===== config.mk =====
export PLATFORM = sky130hd
export DESIGN_NAME = head_pan_tilt_slew_limiter_core
export DESIGN_NICKNAME = d
export VERILOG_FILES = /design/src/sv/hptsl_pkg.sv /design/src/sv/hptsl_cfg.sv /design/src/sv/hptsl_axis.sv /design/src/sv/hptsl_head.sv /design/src/sv/head_pan_tilt_slew_limiter_core.sv
export SDC_FILE = /design/constraint.sdc
export NUM_CORES = 1
export LEC_CHECK = 0
export BUFFER_PORTS_ARGS = -buffer_cell sky130_fd_sc_hd__buf_2
export CORE_ASPECT_RATIO = 2
export CORE_MARGIN = 10
export CORE_UTILIZATION = 25
export CTS_CLUSTER_DIAMETER = 50
export DETAILED_ROUTE_END_ITERATION = 7
export PLACE_DENSITY_LB_ADDON = 0.05
export SYNTH_ARGS = -nofsm -noshare
export SYNTH_HDL_FRONTEND = slang
export SYNTH_SLANG_ARGS = --single-unit

===== constraint.sdc =====
create_clock -name clk -period 11.7 [get_ports clk]
set_input_delay 0.585 -clock clk [delete_from_list [all_inputs] [get_ports clk]]
set_output_delay 0.585 -clock clk [all_outputs]
set_load 0.05 [all_outputs]

===== src/sv/hptsl_pkg.sv =====
// Types, codes and reset values shared by the head pan/tilt slew limiter.
package hptsl_pkg;

    localparam int AngleW   = 16;
    localparam int MagW     = 15;
    localparam int CfgIdxW  = 3;
    localparam int CfgDataW = 16;
    localparam int InDataW  = 80;
    localparam int InUserW  = 3;
    localparam int OutDataW = 32;
    localparam int OutUserW = 2;

    typedef enum logic [2:0] {
        REG_YAW_LIMIT     = 3'd0,
        REG_PITCH_MIN     = 3'd1,
        REG_PITCH_MAX     = 3'd2,
        REG_TIP_THRESHOLD = 3'd3,
        REG_OFFSET_NORMAL = 3'd4,
        REG_OFFSET_ACTION = 3'd5,
        REG_PROTECT_PITCH = 3'd6
    } cfg_reg_t;

    typedef enum logic [1:0] {
        PROT_NONE  = 2'd0,
        PROT_BACK  = 2'd1,
        PROT_FRONT = 2'd2
    } prot_t;

    localparam logic [1:0] FALL_BACK  = 2'd1;
    localparam logic [1:0] FALL_FRONT = 2'd2;

    localparam logic [MagW-1:0]          RST_YAW_LIMIT     = 15'd9000;
    localparam logic signed [AngleW-1:0] RST_PITCH_MIN     = -16'sd3000;
    localparam logic signed [AngleW-1:0] RST_PITCH_MAX     = 16'sd7000;
    localparam logic [MagW-1:0]          RST_TIP_THRESHOLD = 15'd2000;
    localparam logic signed [AngleW-1:0] RST_OFFSET_NORMAL = 16'sd1500;
    localparam logic signed [AngleW-1:0] RST_OFFSET_ACTION = 16'sd1000;
    localparam logic [MagW-1:0]          RST_PROTECT_PITCH = 15'd3000;

    typedef struct packed {
        logic [MagW-1:0]          yaw_limit;
        logic signed [AngleW-1:0] pitch_min;
        logic signed [AngleW-1:0] pitch_max;
        logic [MagW-1:0]          tip_threshold;
        logic signed [AngleW-1:0] offset_normal;
        logic signed [AngleW-1:0] offset_action;
        logic [MagW-1:0]          protect_pitch;
    } cfg_t;

    typedef struct packed {
        logic signed [AngleW-1:0] desired_yaw;
        logic signed [AngleW-1:0] desired_pitch;
        logic [MagW-1:0]          yaw_step;
        logic [MagW-1:0]          pitch_step;
        logic signed [AngleW-1:0] body_tilt;
        logic                     action_gait;
        logic [1:0]               fall_mode;
    } item_in_t;

    typedef struct packed {
        logic signed [AngleW-1:0] head_yaw;
        logic signed [AngleW-1:0] head_pitch;
        prot_t                    protect_state;
    } item_out_t;

endpackage


===== src/sv/hptsl_cfg.sv =====
// Configuration register file of the head pan/tilt slew limiter.
module hptsl_cfg
(
    input  logic                              clk,
    input  logic                              rst_n,
    input  logic                              we,
    input  logic [hptsl_pkg::CfgIdxW-1:0]     index,
    input  logic [hptsl_pkg::CfgDataW-1:0]    data,
    output hptsl_pkg::cfg_t                   cfg
);

    hptsl_pkg::cfg_t cfg_reg;
    hptsl_pkg::cfg_t cfg_next;

    always_comb
    begin
        cfg_next = cfg_reg;
        if (we)
        begin
            unique case (hptsl_pkg::cfg_reg_t'(index))
                hptsl_pkg::REG_YAW_LIMIT:     cfg_next.yaw_limit     = data[hptsl_pkg::MagW-1:0];
                hptsl_pkg::REG_PITCH_MIN:     cfg_next.pitch_min     = data;
                hptsl_pkg::REG_PITCH_MAX:     cfg_next.pitch_max     = data;
                hptsl_pkg::REG_TIP_THRESHOLD: cfg_next.tip_threshold = data[hptsl_pkg::MagW-1:0];
                hptsl_pkg::REG_OFFSET_NORMAL: cfg_next.offset_normal = data;
                hptsl_pkg::REG_OFFSET_ACTION: cfg_next.offset_action = data;
                hptsl_pkg::REG_PROTECT_PITCH: cfg_next.protect_pitch = data[hptsl_pkg::MagW-1:0];
                default:                      cfg_next = cfg_reg;
            endcase
        end
    end

    always_ff @(posedge clk or negedge rst_n)
    begin
        if (!rst_n)
        begin
            cfg_reg.yaw_limit     <= hptsl_pkg::RST_YAW_LIMIT;
            cfg_reg.pitch_min     <= hptsl_pkg::RST_PITCH_MIN;
            cfg_reg.pitch_max     <= hptsl_pkg::RST_PITCH_MAX;
            cfg_reg.tip_threshold <= hptsl_pkg::RST_TIP_THRESHOLD;
            cfg_reg.offset_normal <= hptsl_pkg::RST_OFFSET_NORMAL;
            cfg_reg.offset_action <= hptsl_pkg::RST_OFFSET_ACTION;
            cfg_reg.protect_pitch <= hptsl_pkg::RST_PROTECT_PITCH;
        end
        else
        begin
            cfg_reg <= cfg_next;
        end
    end

    assign cfg = cfg_reg;

endmodule


===== src/sv/hptsl_axis.sv =====
// One-axis slew step: move toward the goal by at most one step, snap when close or when forced.
module hptsl_axis
(
    input  logic signed [hptsl_pkg::AngleW-1:0] cur,
    input  logic signed [hptsl_pkg::AngleW-1:0] goal,
    input  logic [hptsl_pkg::MagW-1:0]          step,
    input  logic                                force_snap,
    output logic signed [hptsl_pkg::AngleW-1:0] nxt
);

    logic signed [17:0] cur_ext;
    logic signed [17:0] goal_ext;
    logic signed [17:0] step_ext;
    logic signed [17:0] diff;
    logic [17:0]        mag;
    logic signed [17:0] moved;
    logic               snap;

    assign cur_ext  = {{2{cur[hptsl_pkg::AngleW-1]}}, cur};
    assign goal_ext = {{2{goal[hptsl_pkg::AngleW-1]}}, goal};
    assign step_ext = {3'b000, step};
    assign diff     = goal_ext - cur_ext;
    assign mag      = diff[17] ? 18'(-diff) : 18'(diff);
    assign snap     = (mag < 18'(step_ext)) || force_snap;
    assign moved    = (goal_ext > cur_ext) ? cur_ext + step_ext : cur_ext - step_ext;
    assign nxt      = snap ? goal : moved[hptsl_pkg::AngleW-1:0];

endmodule


===== src/sv/hptsl_head.sv =====
// Per-item datapath: clamp the commands, slew both axes, apply head protection.
module hptsl_head
(
    input  hptsl_pkg::cfg_t                     cfg,
    input  hptsl_pkg::item_in_t                 item,
    input  logic signed [hptsl_pkg::AngleW-1:0] cur_yaw,
    input  logic signed [hptsl_pkg::AngleW-1:0] cur_pitch,
    output hptsl_pkg::item_out_t                result
);

    logic signed [17:0]                  yaw_in;
    logic signed [17:0]                  lim_ext;
    logic signed [17:0]                  yaw_clamp;
    logic signed [hptsl_pkg::AngleW-1:0] pitch_clamp;
    logic signed [hptsl_pkg::AngleW-1:0] yaw_goal;
    logic signed [hptsl_pkg::AngleW-1:0] yaw_slew;
    logic signed [hptsl_pkg::AngleW-1:0] pitch_slew;
    logic signed [hptsl_pkg::AngleW-1:0] offset;
    logic signed [17:0]                  dev;
    logic signed [17:0]                  thr_ext;
    logic signed [17:0]                  prot_ext;
    logic signed [17:0]                  prot_neg;
    logic                                back_hit;
    logic                                front_hit;

    assign yaw_in  = {{2{item.desired_yaw[hptsl_pkg::AngleW-1]}}, item.desired_yaw};
    assign lim_ext = {3'b000, cfg.yaw_limit};

    always_comb
    begin
        yaw_clamp = yaw_in;
        if (yaw_clamp > lim_ext)
        begin
            yaw_clamp = lim_ext;
        end
        if (yaw_clamp < -lim_ext)
        begin
            yaw_clamp = -lim_ext;
        end
        pitch_clamp = item.desired_pitch;
        if (pitch_clamp < cfg.pitch_min)
        begin
            pitch_clamp = cfg.pitch_min;
        end
        if (pitch_clamp > cfg.pitch_max)
        begin
            pitch_clamp = cfg.pitch_max;
        end
    end

    assign yaw_goal = yaw_clamp[hptsl_pkg::AngleW-1:0];

    hptsl_axis u_yaw
    (
        .cur        (cur_yaw),
        .goal       (yaw_goal),
        .step       (item.yaw_step),
        .force_snap (1'b0),
        .nxt        (yaw_slew)
    );

    hptsl_axis u_pitch
    (
        .cur        (cur_pitch),
        .goal       (pitch_clamp),
        .step       (item.pitch_step),
        .force_snap (cur_pitch[hptsl_pkg::AngleW-1]),
        .nxt        (pitch_slew)
    );

    assign offset    = item.action_gait ? cfg.offset_action : cfg.offset_normal;
    assign dev       = {{2{item.body_tilt[hptsl_pkg::AngleW-1]}}, item.body_tilt}
                     - {{2{offset[hptsl_pkg::AngleW-1]}}, offset};
    assign thr_ext   = {3'b000, cfg.tip_threshold};
    assign prot_ext  = {3'b000, cfg.protect_pitch};
    assign prot_neg  = -prot_ext;
    assign back_hit  = (dev < -thr_ext) || (item.fall_mode == hptsl_pkg::FALL_BACK);
    assign front_hit = (dev > thr_ext) || (item.fall_mode == hptsl_pkg::FALL_FRONT);

    always_comb
    begin
        result.head_yaw      = yaw_slew;
        result.head_pitch    = pitch_slew;
        result.protect_state = hptsl_pkg::PROT_NONE;
        if (back_hit)
        begin
            result.head_yaw      = '0;
            result.head_pitch    = prot_ext[hptsl_pkg::AngleW-1:0];
            result.protect_state = hptsl_pkg::PROT_BACK;
        end
        else if (front_hit)
        begin
            result.head_yaw      = '0;
            result.head_pitch    = prot_neg[hptsl_pkg::AngleW-1:0];
            result.protect_state = hptsl_pkg::PROT_FRONT;
        end
    end

endmodule


===== src/sv/head_pan_tilt_slew_limiter_core.sv =====
// Head pan/tilt slew limiter top level: input register, datapath, result register.
// Takes one item per clock while the output side keeps up, and returns one result item
// for each, in order. An item is held in the input register; when the output side is free,
// the datapath updates the stored head yaw and pitch and loads the result register.
// The stored yaw/pitch registers are updated once per item, which sets the rate at one
// item per cycle while the output is not stalled. While a result waits, the input
// register still takes one more item. Configuration writes take effect at the next
// clock edge.
module head_pan_tilt_slew_limiter_core
(
    input  logic                                clk,
    input  logic                                rst_n,
    input  logic                                s_axis_tvalid,
    output logic                                s_axis_tready,
    // desired_yaw[15:0], desired_pitch[31:16], yaw_step[46:32], pitch_step[61:47],
    // body_tilt[77:62], zero fill[79:78]
    input  logic [hptsl_pkg::InDataW-1:0]       s_axis_tdata,
    // action_gait[0], fall_mode[2:1]
    input  logic [hptsl_pkg::InUserW-1:0]       s_axis_tuser,
    output logic                                m_axis_tvalid,
    input  logic                                m_axis_tready,
    // head_yaw[15:0], head_pitch[31:16]
    output logic [hptsl_pkg::OutDataW-1:0]      m_axis_tdata,
    // protect_state[1:0]
    output logic [hptsl_pkg::OutUserW-1:0]      m_axis_tuser,
    input  logic                                cfg_we,
    input  logic [hptsl_pkg::CfgIdxW-1:0]       cfg_index,
    input  logic [hptsl_pkg::CfgDataW-1:0]      cfg_data
);

    hptsl_pkg::cfg_t                     cfg;
    hptsl_pkg::item_in_t                 in_item;
    hptsl_pkg::item_in_t                 in_item_reg;
    hptsl_pkg::item_out_t                result;
    hptsl_pkg::item_out_t                out_item_reg;
    logic                                in_valid_reg;
    logic                                in_valid_next;
    logic                                out_valid_reg;
    logic                                out_valid_next;
    logic signed [hptsl_pkg::AngleW-1:0] cur_yaw_reg;
    logic signed [hptsl_pkg::AngleW-1:0] cur_pitch_reg;
    logic                                s_accept;
    logic                                fire;

    hptsl_cfg u_cfg
    (
        .clk   (clk),
        .rst_n (rst_n),
        .we    (cfg_we),
        .index (cfg_index),
        .data  (cfg_data),
        .cfg   (cfg)
    );

    assign in_item.desired_yaw   = s_axis_tdata[15:0];
    assign in_item.desired_pitch = s_axis_tdata[31:16];
    assign in_item.yaw_step      = s_axis_tdata[46:32];
    assign in_item.pitch_step    = s_axis_tdata[61:47];
    assign in_item.body_tilt     = s_axis_tdata[77:62];
    assign in_item.action_gait   = s_axis_tuser[0];
    assign in_item.fall_mode     = s_axis_tuser[2:1];

    assign fire          = in_valid_reg && (!out_valid_reg || m_axis_tready);
    assign s_axis_tready = !in_valid_reg || fire;
    assign s_accept      = s_axis_tvalid && s_axis_tready;

    hptsl_head u_head
    (
        .cfg       (cfg),
        .item      (in_item_reg),
        .cur_yaw   (cur_yaw_reg),
        .cur_pitch (cur_pitch_reg),
        .result    (result)
    );

    always_comb
    begin
        in_valid_next = in_valid_reg;
        if (s_accept)
        begin
            in_valid_next = 1'b1;
        end
        else if (fire)
        begin
            in_valid_next = 1'b0;
        end
        out_valid_next = out_valid_reg;
        if (fire)
        begin
            out_valid_next = 1'b1;
        end
        else if (m_axis_tready)
        begin
            out_valid_next = 1'b0;
        end
    end

    always_ff @(posedge clk or negedge rst_n)
    begin
        if (!rst_n)
        begin
            in_valid_reg  <= 1'b0;
            out_valid_reg <= 1'b0;
            cur_yaw_reg   <= '0;
            cur_pitch_reg <= '0;
        end
        else
        begin
            in_valid_reg  <= in_valid_next;
            out_valid_reg <= out_valid_next;
            if (fire)
            begin
                cur_yaw_reg   <= result.head_yaw;
                cur_pitch_reg <= result.head_pitch;
            end
        end
    end

    always_ff @(posedge clk)
    begin
        if (s_accept)
        begin
            in_item_reg <= in_item;
        end
        if (fire)
        begin
            out_item_reg <= result;
        end
    end

    assign m_axis_tvalid = out_valid_reg;
    assign m_axis_tdata  = {out_item_reg.head_pitch, out_item_reg.head_yaw};
    assign m_axis_tuser  = out_item_reg.protect_state;

endmodule


Yosys cells after proc, flatten, opt, wreduce, memory -nomap -nowiden. Cells that the tools add are included. W data, S select, Z words.

Register bits: 258. Latch bits: 0. Bits in writable memories: 0. Memory bits (read-only): 0. Bits of input ports: 107. Output and inout bits: 36. Logic and storage cells: 87. Memories: 0.

Add/sub/neg operators: 12. Multiply operators: 0. Div/mod/pow operators: 0. Order comparisons: 10. Eq/ne operators: 8. Shift-type cells: 0. Muxes and demuxes: 17. Bitwise operators: 0. Reduce and logical (&&, ||, !) cells: 19.

Operator list (count): $mux W16 (8); $mux W34 (2); $gt A16 B16 Y1 (4); $mux W18 (3); $sub A16 B16 Y17 (3); $lt A18 B15 Y1 (2); $lt A18 B18 Y1 (2); $neg A15 Y18 (2); $neg A18 Y18 (2); $add A16 B16 Y16 (2); $sub A16 B16 Y16 (2); $gt A18 B16 Y1 (1); $lt A16 B16 Y1 (1); $neg A15 Y16 (1); $reduce_and A2 Y1 (7); $eq A3 B3 Y1 const B (3); $eq A3 B2 Y1 const B (2); $logic_or A1 B1 Y1 (5); $mux W1 (4); $reduce_bool A2 Y1 (2); $eq A3 B1 Y1 const B (1); $logic_not A3 Y1 (1); $eq A2 B1 Y1 const B (1); $eq A2 B2 Y1 const B (1); other kinds (2) (4).

Depth between registers and ports, before layout. Gate-level depths: netlist of run 1.

Depth in word-level cells: 12. Depth in mapped cells: 46. Depth with buffers taken out: 42.

By module. From an unflattened synthesis of run 1, not the netlist that was laid out.

Cell total of the unflattened synthesis: 2006. Area, all modules: 20664.8 sq um.

By module, submodules not included: hptsl_head (instances 1, cells an instance 782, area an instance 5639.2 sq um); head_pan_tilt_slew_limiter_core (instances 1, cells an instance 191, area an instance 4862.2 sq um); hptsl_cfg (instances 1, cells an instance 239, area an instance 4311.6 sq um); hptsl_axis at u_head.u_pitch (instances 1, cells an instance 402, area an instance 2939.1 sq um); hptsl_axis at u_head.u_yaw (instances 1, cells an instance 392, area an instance 2912.8 sq um).

Worst setup path after synthesis of run 1. No wires, ideal clock.

Kind: register -> register. Start: register u_cfg.cfg_reg, in the netlist u_cfg.cfg[99]. End: register out_item_reg, in the netlist m_axis_tdata[14], data pin. Setup time: 0.266 ns. Arrival: 9.864 ns. Path slack: 1.570 ns. Cell stages (with the launch flop): 46. Clock period less this slack: 10.130 ns. Cell sequence: dfstp_2 clkbuf_1 inv_1 ha_1 a21oi_1 o21bai_1 o31a_1 o31ai_1 buf_2 clkbuf_1 o21a_1 inv_1 ha_1 a21oi_1 inv_1 maj3_1 a22o_1 o311a_1 (+10 left out) o2111ai_1 and2_1 nor4_1 o41ai_1 clkbuf_1 mux2i_1 fa_1 a21o_1 a21o_1 a2111oi_0 nor3_1 a2111oi_0 nor3_1 a21o_1 a21oi_1 xnor2_1 mux2i_1 nor2_1.

RTL lines: from (decl) (line hptsl_cfg.sv:12) `hptsl_pkg::cfg_t cfg_reg;`; from (signal assigned) (line hptsl_cfg.sv:47) `cfg_reg <= cfg_next;`; to (signal assigned) (line head_pan_tilt_slew_limiter_core.sv:127) `out_item_reg <= result;`; to (decl) (line head_pan_tilt_slew_limiter_core.sv:35) `hptsl_pkg::item_out_t out_item_reg;`.

==> reports/results.tsv, run 1 <==
metric	value	unit
die_w	218	µm
async_flop_share	0.554	
crit_top_cell	a21o_1	
synth_top_family_by_area	compound AO/OA/AOI/OAI gates	
cp-end-kind	flop	
antenna_cells	0	
grt_pass1_wl	102000	µm
cp_max_fo	14	
ys_seq_area_frac	0.362	
crit_path_max_incr_delay	580	ps
via_per_inst	4.81	
syn-num-nets	2339	
powerDensity	335	nW/µm²
portBuffers	140	
rr_startpoint	u_cfg.cfg[107]	
cts_buffers	39	
cts.sinks	258	
drt-initial-drc-count	625	
syn_area	19600	µm²
setup_viol	0	
instances_no_fill	3239	
maxCapViolations	0	
first_pass_iters	5	
drv_slew	0	
avgSynthCellArea	9.69	µm²
cp.required	12010	ps
vdd_ir_drop_max	0.000125	V
worstSkewPairLatency	590	ps
drive_gt1_frac	0.200	
synthMuxAreaShare	0.0895	
start_util	0.252	
p_leak	9.81	nW
yosysUniqueCellTypes	92	
area_growth	17.5	%
tns	0	ps
grt_overflow	0	
crit_path_top_delay_cell	a2111oi_1	
worst_pin_slew	1250	ps
yosysMostFrequentCell	ha_1	
synth_area_leaders	edfxtp_1 (18%), ha_1 (13%), dfrtp_1 (13%), dfstp_2 (6.0%), mux2_2 (5.9%)	
yosysTopAreaCell	edfxtp_1	
io_pins	143	
outcome	complete, no violations	
synth_cells	2020	
ctsHtreeMaxLevel	2	
startpoint	u_cfg.cfg[107]	
synth-simple-area-share	0.137	
cts_tree	yes	
wl_per_cell	20.7	µm
clkTransAtPathRegs	60	ps
vias	15600	
grtUsageTotal	0.148	
fmax	0.0913	GHz
synth-compound-area-share	0.162	
grt_pass1_vias	16500	
routed_wl	67100	µm
yosys_warnings	0	
max-slew-margin-rel	0.164	
rsz0062_at_grt	false	
yosys.area_share.adder	0.138	
finalCritPeriodShare	0.936	
hpwlAfterDp	52400	µm
grt_start_max_net_pins	64	
synth_edf_count	115	
ctsRootBufferMaster	clkbuf_16	
synth_common_cells	ha_1 (207), inv_1 (174), nand2_1 (148)	
largest_reg_flops	109	
hold_viol_final	0	
die_area	90600	µm²
num-nets-final	2498	
netlist.area_leader.share	0.176	
clk_path_buf_depth	3	
critPathKind	reg2reg	
ant_nets	0	
drc	0	
coreArea	77800	µm²
gp_congestion	0.825	
synth_xor_area_frac	0.0651	
ys.flop_type	edfxtp_1	
cp.arrival	11260	ps
antenna_found_initial	0	
dieHeight	416	µm
startpoint_type	flop	
hp-start	s_axis_tdata[69]	
ys_seq_elements	258	
skew	21.2	ps
core.rowCount	145	
hold_path_class	in2reg	
dpl.cell_count	3163	
fin_crit	10950	ps
==> cell type report <==
class	instances	area, µm²
inverter	174	653
tap	1029	1290
clock inverter	28	318
fill	8163	54800
multi-input combinational	1535	11700
clock buffer	44	1030
timing repair buffer	171	955
sequential	258	7090
==> critical path: cells and delay by family, from the launching register on <==
kind            cells  cell delay, ps
compound gates     20            4750
xor+xnor            1              90
fa+ha+maj           4            1460
buf+inv             7            1230
flops               1             510
mux                 4            1010
simple gates        9            1600
==> kinds of logic (layout without fill, tap and decap cells) <==
| kind of cell | count (synthesis) | count (layout) |
|---|---|---|
| flip-flops | 258 | 258 |
| multiplexers | 162 | 162 |
| AO/OA/AOI/OAI | 468 | 468 |
| buffers and inverters | 227 | 417 |
| AND/OR/NAND/NOR | 549 | 549 |
| adder cells (fa/ha/maj) | 213 | 213 |
| XOR/XNOR | 143 | 143 |
==> metal layers <==
metal  track usage  wire length (µm)  share of wire  vias to the layer above
li1              -                 -              -                     7700
met1         0.165             27100           0.40                     7523
met2         0.275             35600           0.53                      265
met3        0.0222              2150          0.032                       82
met4        0.0530              2240          0.033                        0
met5             0                 0              0                        -
==> worst paths after layout <==
| path | end | slack, ps | cells after the start |
|---|---|---|---|
| max | m_axis_tdata[14] | 750 | 45 |
| min | in_item_reg[10] | 170 | 1 |
| max reg2reg | m_axis_tdata[14] | 750 | 45 |
| min reg2reg | m_axis_tvalid | 490 | 1 |
| max in group asynchronous | cur_pitch_reg[6] | 9960 | 3 |
| min in group asynchronous | u_cfg.cfg[31] | 530 | 2 |
==> timing repair <==
item                                    CTS  global route
endpoints found under the setup margin    0             8
setup buffers                             0             3
hold buffers                              1             0
hold endpoints to repair                 28             0
gates resized for setup                   0             5
==> stage by stage <==
step            util  instance area (µm²)  worst slack (ps)  total power [mW]  hold WS, ps
6_report       0.296                23000               751              7.71          168
5_1_grt        0.296                23000              43.8              8.44          135
4_1_cts        0.295                23000               137              7.84          118
3_5_place_dp   0.278                21600               163              6.52          486
3_3_place_gp   0.278                21600               159              6.48          475
2_1_floorplan      -                19600              1570              5.18          289
==> layout by cell type, fill, tap and decap left out, types with 8 or more instances in the layout <==
| master | netlist | routed |
|---|---|---|
| a2111oi_0 | 10 | 8 |
| a211o_1 | 10 | 10 |
| a211oi_1 | 15 | 15 |
| a21o_1 | 38 | 38 |
| a21oi_1 | 95 | 95 |
| a21oi_2 | 10 | 10 |
| a31oi_1 | 17 | 17 |
| and2_1 | 14 | 13 |
| and3_1 | 19 | 19 |
| buf_2 | 5 | 139 |
| buf_4 | 2 | 29 |
| clkbuf_16 | 0 | 40 |
| dfrtp_1 | 98 | 98 |
| dfstp_2 | 45 | 45 |
| edfxtp_1 | 115 | 115 |
| ha_1 | 207 | 207 |
| inv_1 | 174 | 173 |
| mux2_2 | 102 | 102 |
| mux2i_1 | 59 | 59 |
| nand2_1 | 148 | 148 |
| nand2b_1 | 27 | 27 |
| nand3_1 | 45 | 45 |
| nand4_1 | 23 | 23 |
| nor2_1 | 138 | 138 |
| nor2b_1 | 19 | 19 |
| nor3_1 | 46 | 44 |
| nor4_1 | 16 | 15 |
| o211ai_1 | 14 | 14 |
| o21a_1 | 29 | 29 |
| o21ai_0 | 102 | 102 |
| o22ai_1 | 22 | 22 |
| o31ai_1 | 15 | 14 |
| or2_2 | 10 | 10 |
| or3_1 | 9 | 9 |
| xnor2_1 | 111 | 111 |
| xor2_1 | 30 | 30 |
==> power breakdown <==
| part | internal (mW) | total, mW | switching, mW |
|---|---|---|---|
| clock network | 0.735 | 1.25 | 0.515 |
| registers | 1.20 | 1.34 | 0.134 |
| logic | 2.09 | 5.13 | 3.04 |
| total | 4.02 | 7.71 | 3.69 |
(Power assumes the default switching activity.)
==> inputs of run 2 (changes only) <==
- CORE_MARGIN: 10 -> default
- CORE_UTILIZATION: 25 -> 62
==> run 2 against run 1 <==
Clock skew is 10 ps lower. Via count is 0.85% higher. Critical path depth shrank 4. Register-to-register slack got worse by 20 ps. Non-clock buffer count decreased by 15. Flip-flop and latch count unchanged. Critical endpoint unchanged.
==> reports/results.tsv, run 2 (same netlist as run 1, synthesis figures left out) <==
metric	value	unit
ctsRootBufferMaster	clkbuf_16	
wl_per_cell	19.3	µm
grt_pass1_wl	79100	µm
setup_viol	0	
ff2ff_path_depth	41	
dpl-instance-area	20800	µm²
antenna_found_initial	0	
layout_common_cells	ha_1 (207), inv_1 (173), nand2_1 (148)	
cts_setup_buffers	0	
multi_input_area	11700	µm²
io_pins	143	
critPathTopFamily	compound AO/OA/AOI/OAI gates	
hold_buffers	0	
worst_pin_slew	1160	ps
cts.sinks	258	
first_pass_iters	5	
worstSkewPairLatency	570	ps
grt_pass1_vias	15800	
grtUsageTotal	0.315	
via_per_inst	6.06	
clk_path_buf_depth	3	
cp-end-kind	flop	
cts_buffers	26	
routed_wl	50100	µm
max-slew-margin-rel	0.227	
area_growth	10.6	%
drc	0	
coreArea	31000	µm²
crit_path_max_incr_delay	600	ps
portBuffers	140	
drv_slew	0	
total_power	7.15	mW
cts_tree	yes	
finalCritPeriodShare	0.938	
grt_start_max_net_pins	98	
gp_congestion	0.944	
skew	10.9	ps
crit_buf_inv	3	
p_leak	9.50	nW
start_util	0.632	
num-nets-final	2471	
fmax	0.0912	GHz
ctsHtreeMaxLevel	1	
clkTransAtPathRegs	70	ps
die_area	32300	µm²
crit_path_top_delay_cell	a2111oi_1	
startpoint_type	flop	
crit_top_cell	a21o_1	
vdd_ir_drop_max	0.000247	V
largest_reg_flops	109	
rr_startpoint	u_cfg.cfg[107]	
fin_crit	10970	ps
hpwlAfterDp	38800	µm
ant_nets	0	
core.rowCount	91	
drive_gt1_frac	0.182	
dieHeight	253	µm
cp_max_fo	14	
final_common_cell	ha_1	
worst-path-stages	41	
cts-resized-gates	0	
startpoint	u_cfg.cfg[107]	
die_w	128	µm
drt-initial-drc-count	777	
n_fill_cell	2543	
crit-reg2reg-capture	m_axis_tdata[14]	
dpl.cell_count	2541	
area.sequential	7090	µm²
powerDensity	330	nW/µm²
crit_path_end	m_axis_tdata[14]	
fin_area	21600	µm²
cp.arrival	11260	ps
instances_no_fill	2591	
tns	0	ps
critPathKind	reg2reg	
reg2reg_setup_slack	730	ps
grt_overflow	0	
hold_path_class	in2async	
vias	15700	
outcome	complete, no violations	
cp.required	11990	ps
maxCapViolations	0	
hold_viol_final	0	
[run 2: cell types whose count changed in the layout (fill, tap and decap cells not counted), moves of 2 or more]
cell        change
clkinv_4        -6
clkbuf_16      -14
clkinv_1        +3
clkinv_2        -2
clkinvlp_4      -4
inv_8           -2
buf_4          -14
clkbuf_1        +4
[run 2: worst min path at each step]
stage,startpoint,end,depth (start not counted)
floorplan,rst_n,cur_pitch_reg[0],0
global placement,in_valid_reg,m_axis_tvalid,1
detailed placement,u_cfg.cfg[15],u_cfg.cfg[15],1
CTS,rst_n,u_cfg.cfg[76],1
global route,s_axis_tdata[18],in_item_reg[51],1
finish,rst_n,u_cfg.cfg[86],1
[run 2: area by class of cell]
type,count,share of cell area
antenna,1,0.000116
inverter,174,0.0302
tap,418,0.0242
clock inverter,14,0.00780
sequential,258,0.327
multi-input combinational,1536,0.540
timing repair buffer,156,0.0388
clock buffer,34,0.0319
[run 2: metal layers]
| layer | GRT usage | routed length (µm) |
|---|---|---|
| met4 | 0.147 | 2330 |
| met3 | 0.0349 | 2000 |
| met1 | 0.337 | 18900 |
| met2 | 0.605 | 26800 |
| met5 | 0 | 0 |
[run 2: stage by stage]
step	hold slack (ps)	utilization	worst slack, ps
final	122	0.699	731
after global routing	172	0.699	-11.2
after CTS	159	0.698	540
after detailed placement	494	0.670	560
after global placement	473	0.670	874
after floorplan	289	-	1570
[run 2: power breakdown]
part | switching, mW | total, mW | internal [mW] | leakage, nW
registers | 0.120 | 1.32 | 1.20 | 2.79
clock network | 0.366 | 0.852 | 0.486 | 0.413
logic | 2.90 | 4.97 | 2.07 | 6.30
[run 2: worst reg2reg max path: cells and delay by family (launching register included)]
family | cells | cell delay, ps
DFF | 1 | 520
xor gates and xnor gates | 1 | 100
adders and majority gates | 4 | 1460
and+or+nand+nor | 10 | 1820
muxes | 4 | 980
AOI/OAI and AO/OA | 19 | 5380
buffers and inverters | 3 | 450
==> inputs of run 3 (changes only) <==
- CAP_MARGIN: default -> 15
- SETUP_SLACK_MARGIN: default -> 0.2
- SYNTH_HIERARCHICAL: default -> 1
==> run 3 against run 2 <==
Die area is 5.5% higher. Sequential share of layout area shrank 1.5 points. Via count rose by 2.6%. Largest cell class unchanged. Utilization fell by 0.84 points. Worst hold slack got worse by 110 ps. Synthesized cell count decreased by 0.69%. Critical path depth is 5 higher. Final cell count shrank 0.15%. Global-route usage increased by 0.41 points. Non-clock buffer count increased by 6. Clock skew rose by 2.9 ps. First-iteration DRC count grew 12%.
==> reports/results.tsv, run 3 <==
metric	value	unit
outcome	complete, no violations	
finalCritPeriodShare	0.933	
portBuffers	140	
worstSkewPairLatency	590	ps
ys_seq_elements	258	
dieHeight	260	µm
hold_buffers	0	
crit_top_cell	a21o_1	
setup_ws	787	ps
crit_path_max_incr_delay	610	ps
clk_path_buf_depth	3	
synth_common_cells	ha_1 (202), inv_1 (171), mux2_2 (132)	
core.rowCount	94	
async_flop_share	0.554	
syn_area	20700	µm²
cp.arrival	11430	ps
wl_per_cell	20.6	µm
synth_cells	2006	
synth_edf_count	115	
yosysMostFrequentCell	ha_1	
skew	13.8	ps
cts-resized-gates	0	
cp.required	12220	ps
yosysUniqueCellTypes	111	
cp_max_fo	11	
hold_viol_final	0	
cts_setup_buffers	0	
critPathKind	reg2reg	
cts.sinks	258	
crit_path_top_delay_cell	a21oi_1	
worst_pin_slew	915	ps
io_pins	143	
die_area	34100	µm²
via_per_inst	6.23	
max-slew-margin-rel	0.390	
hold_path_class	in2async	
gp_congestion	0.918	
startpoint_type	flop	
coreArea	32800	µm²
grt_overflow	0	
drv_slew	0	
fin_crit	10910	ps
drive_gt1_frac	0.240	
final_common_cell	ha_1	
instances_no_fill	2587	
cp-end-kind	flop	
antenna_cells	0	
ys.flop_type	edfxtp_1	
start_util	0.630	
netlist.area_leader.share	0.167	
rsz0062_at_grt	false	
num-nets-final	2447	
yosysTopAreaCell	edfxtp_1	
syn-num-nets	2320	
vias	16100	
avgSynthCellArea	10.3	µm²
tns	0	ps
die_w	131	µm
first_pass_iters	5	
dpl.cell_count	2535	
drc	0	
cts_tree	yes	
yosys_warnings	6	
area_growth	9.63	%
grtUsageTotal	0.319	
layout_common_cells	ha_1 (202), inv_1 (171), buf_2 (139)	
dp_slack	1060	ps
largest_reg_flops	109	
synth_area_leaders	edfxtp_1 (17%), ha_1 (12%), dfrtp_1 (12%), mux2_2 (7.2%), dfstp_2 (5.7%)	
cts_buffers	28	
maxCapViolations	0	
routed_wl	53200	µm
grt_start_max_net_pins	74	
drt-initial-drc-count	870	
ant_nets	0	
clkTransAtPathRegs	70	ps
ctsRootBufferMaster	clkbuf_16	
ctsHtreeMaxLevel	1	
antenna_found_initial	0	
hpwlAfterDp	39800	µm
ys_seq_area_frac	0.343	
setup_viol	0	
grt_pass1_vias	16400	
fmax	0.0916	GHz
grt_pass1_wl	83300	µm
run 3: critical path: cells and delay by family, from the launching register on:
kind / cells / cell delay [ps]
multiplexers: 3 / 980
AO/OA/AOI/OAI: 24 / 5060
AND/OR/NAND/NOR: 9 / 1740
XOR/XNOR: 1 / 150
flip-flops: 1 / 470
adder cells (fa/ha/maj): 5 / 1560
buffers and inverters: 4 / 880
run 3: per-layer routing:
metal,up-vias,track usage,part of all wire
met1,7853,0.328,0.36
met5,-,0,0
met3,174,0.0381,0.034
li1,7690,-,-
met2,393,0.586,0.53
met4,0,0.220,0.074
run 3: metrics by stage:
step / util / cell area (µm²) / hold slack [ps]
final: 0.690 / 22700 / 11.7
after detailed placement: 0.660 / 21700 / 474
after CTS: 0.690 / 22700 / 39.2
after global routing: 0.690 / 22700 / 61.6
after global placement: 0.660 / 21700 / 467
after floorplan: - / 20700 / 289
run 3: worst paths after layout:
path	endpoint	depth (start not counted)	slack, ps	startpoint
hold reg to reg	u_cfg/cfg[43]	1	490	u_cfg/cfg[43]
setup reg to reg	cur_pitch_reg[15]	46	790	in_item_reg[50]
hold / removal	u_cfg/cfg[85]	1	10	rst_n
setup / recovery	cur_pitch_reg[15]	46	790	in_item_reg[50]
max in group asynchronous	u_cfg/cfg[95]	2	10300	rst_n
min in group clk	in_item_reg[64]	1	170	s_axis_tdata[31]
run 3: cell families after synthesis:
family,share of synthesized area
flops,0.343
other cells,0.000181
buf+inv,0.0533
mux,0.136
compound gates,0.148
xor+xnor,0.0575
fa+ha+maj,0.127
simple gates,0.135
run 3: layout make-up:
cell class | instances | area, µm²
Timing Repair Buffer | 162 | 872
Clock buffer | 31 | 733
Sequential cell | 258 | 7090
Multi-Input combinational cell | 1509 | 12500
Fill cell | 2528 | 10200
Clock inverter | 21 | 255
Inverter | 174 | 653
Tap cell | 432 | 541
Power of run 3 is not shown: default switching activity piles up to over one toggle a cycle in this logic, so the estimate is an artifact.
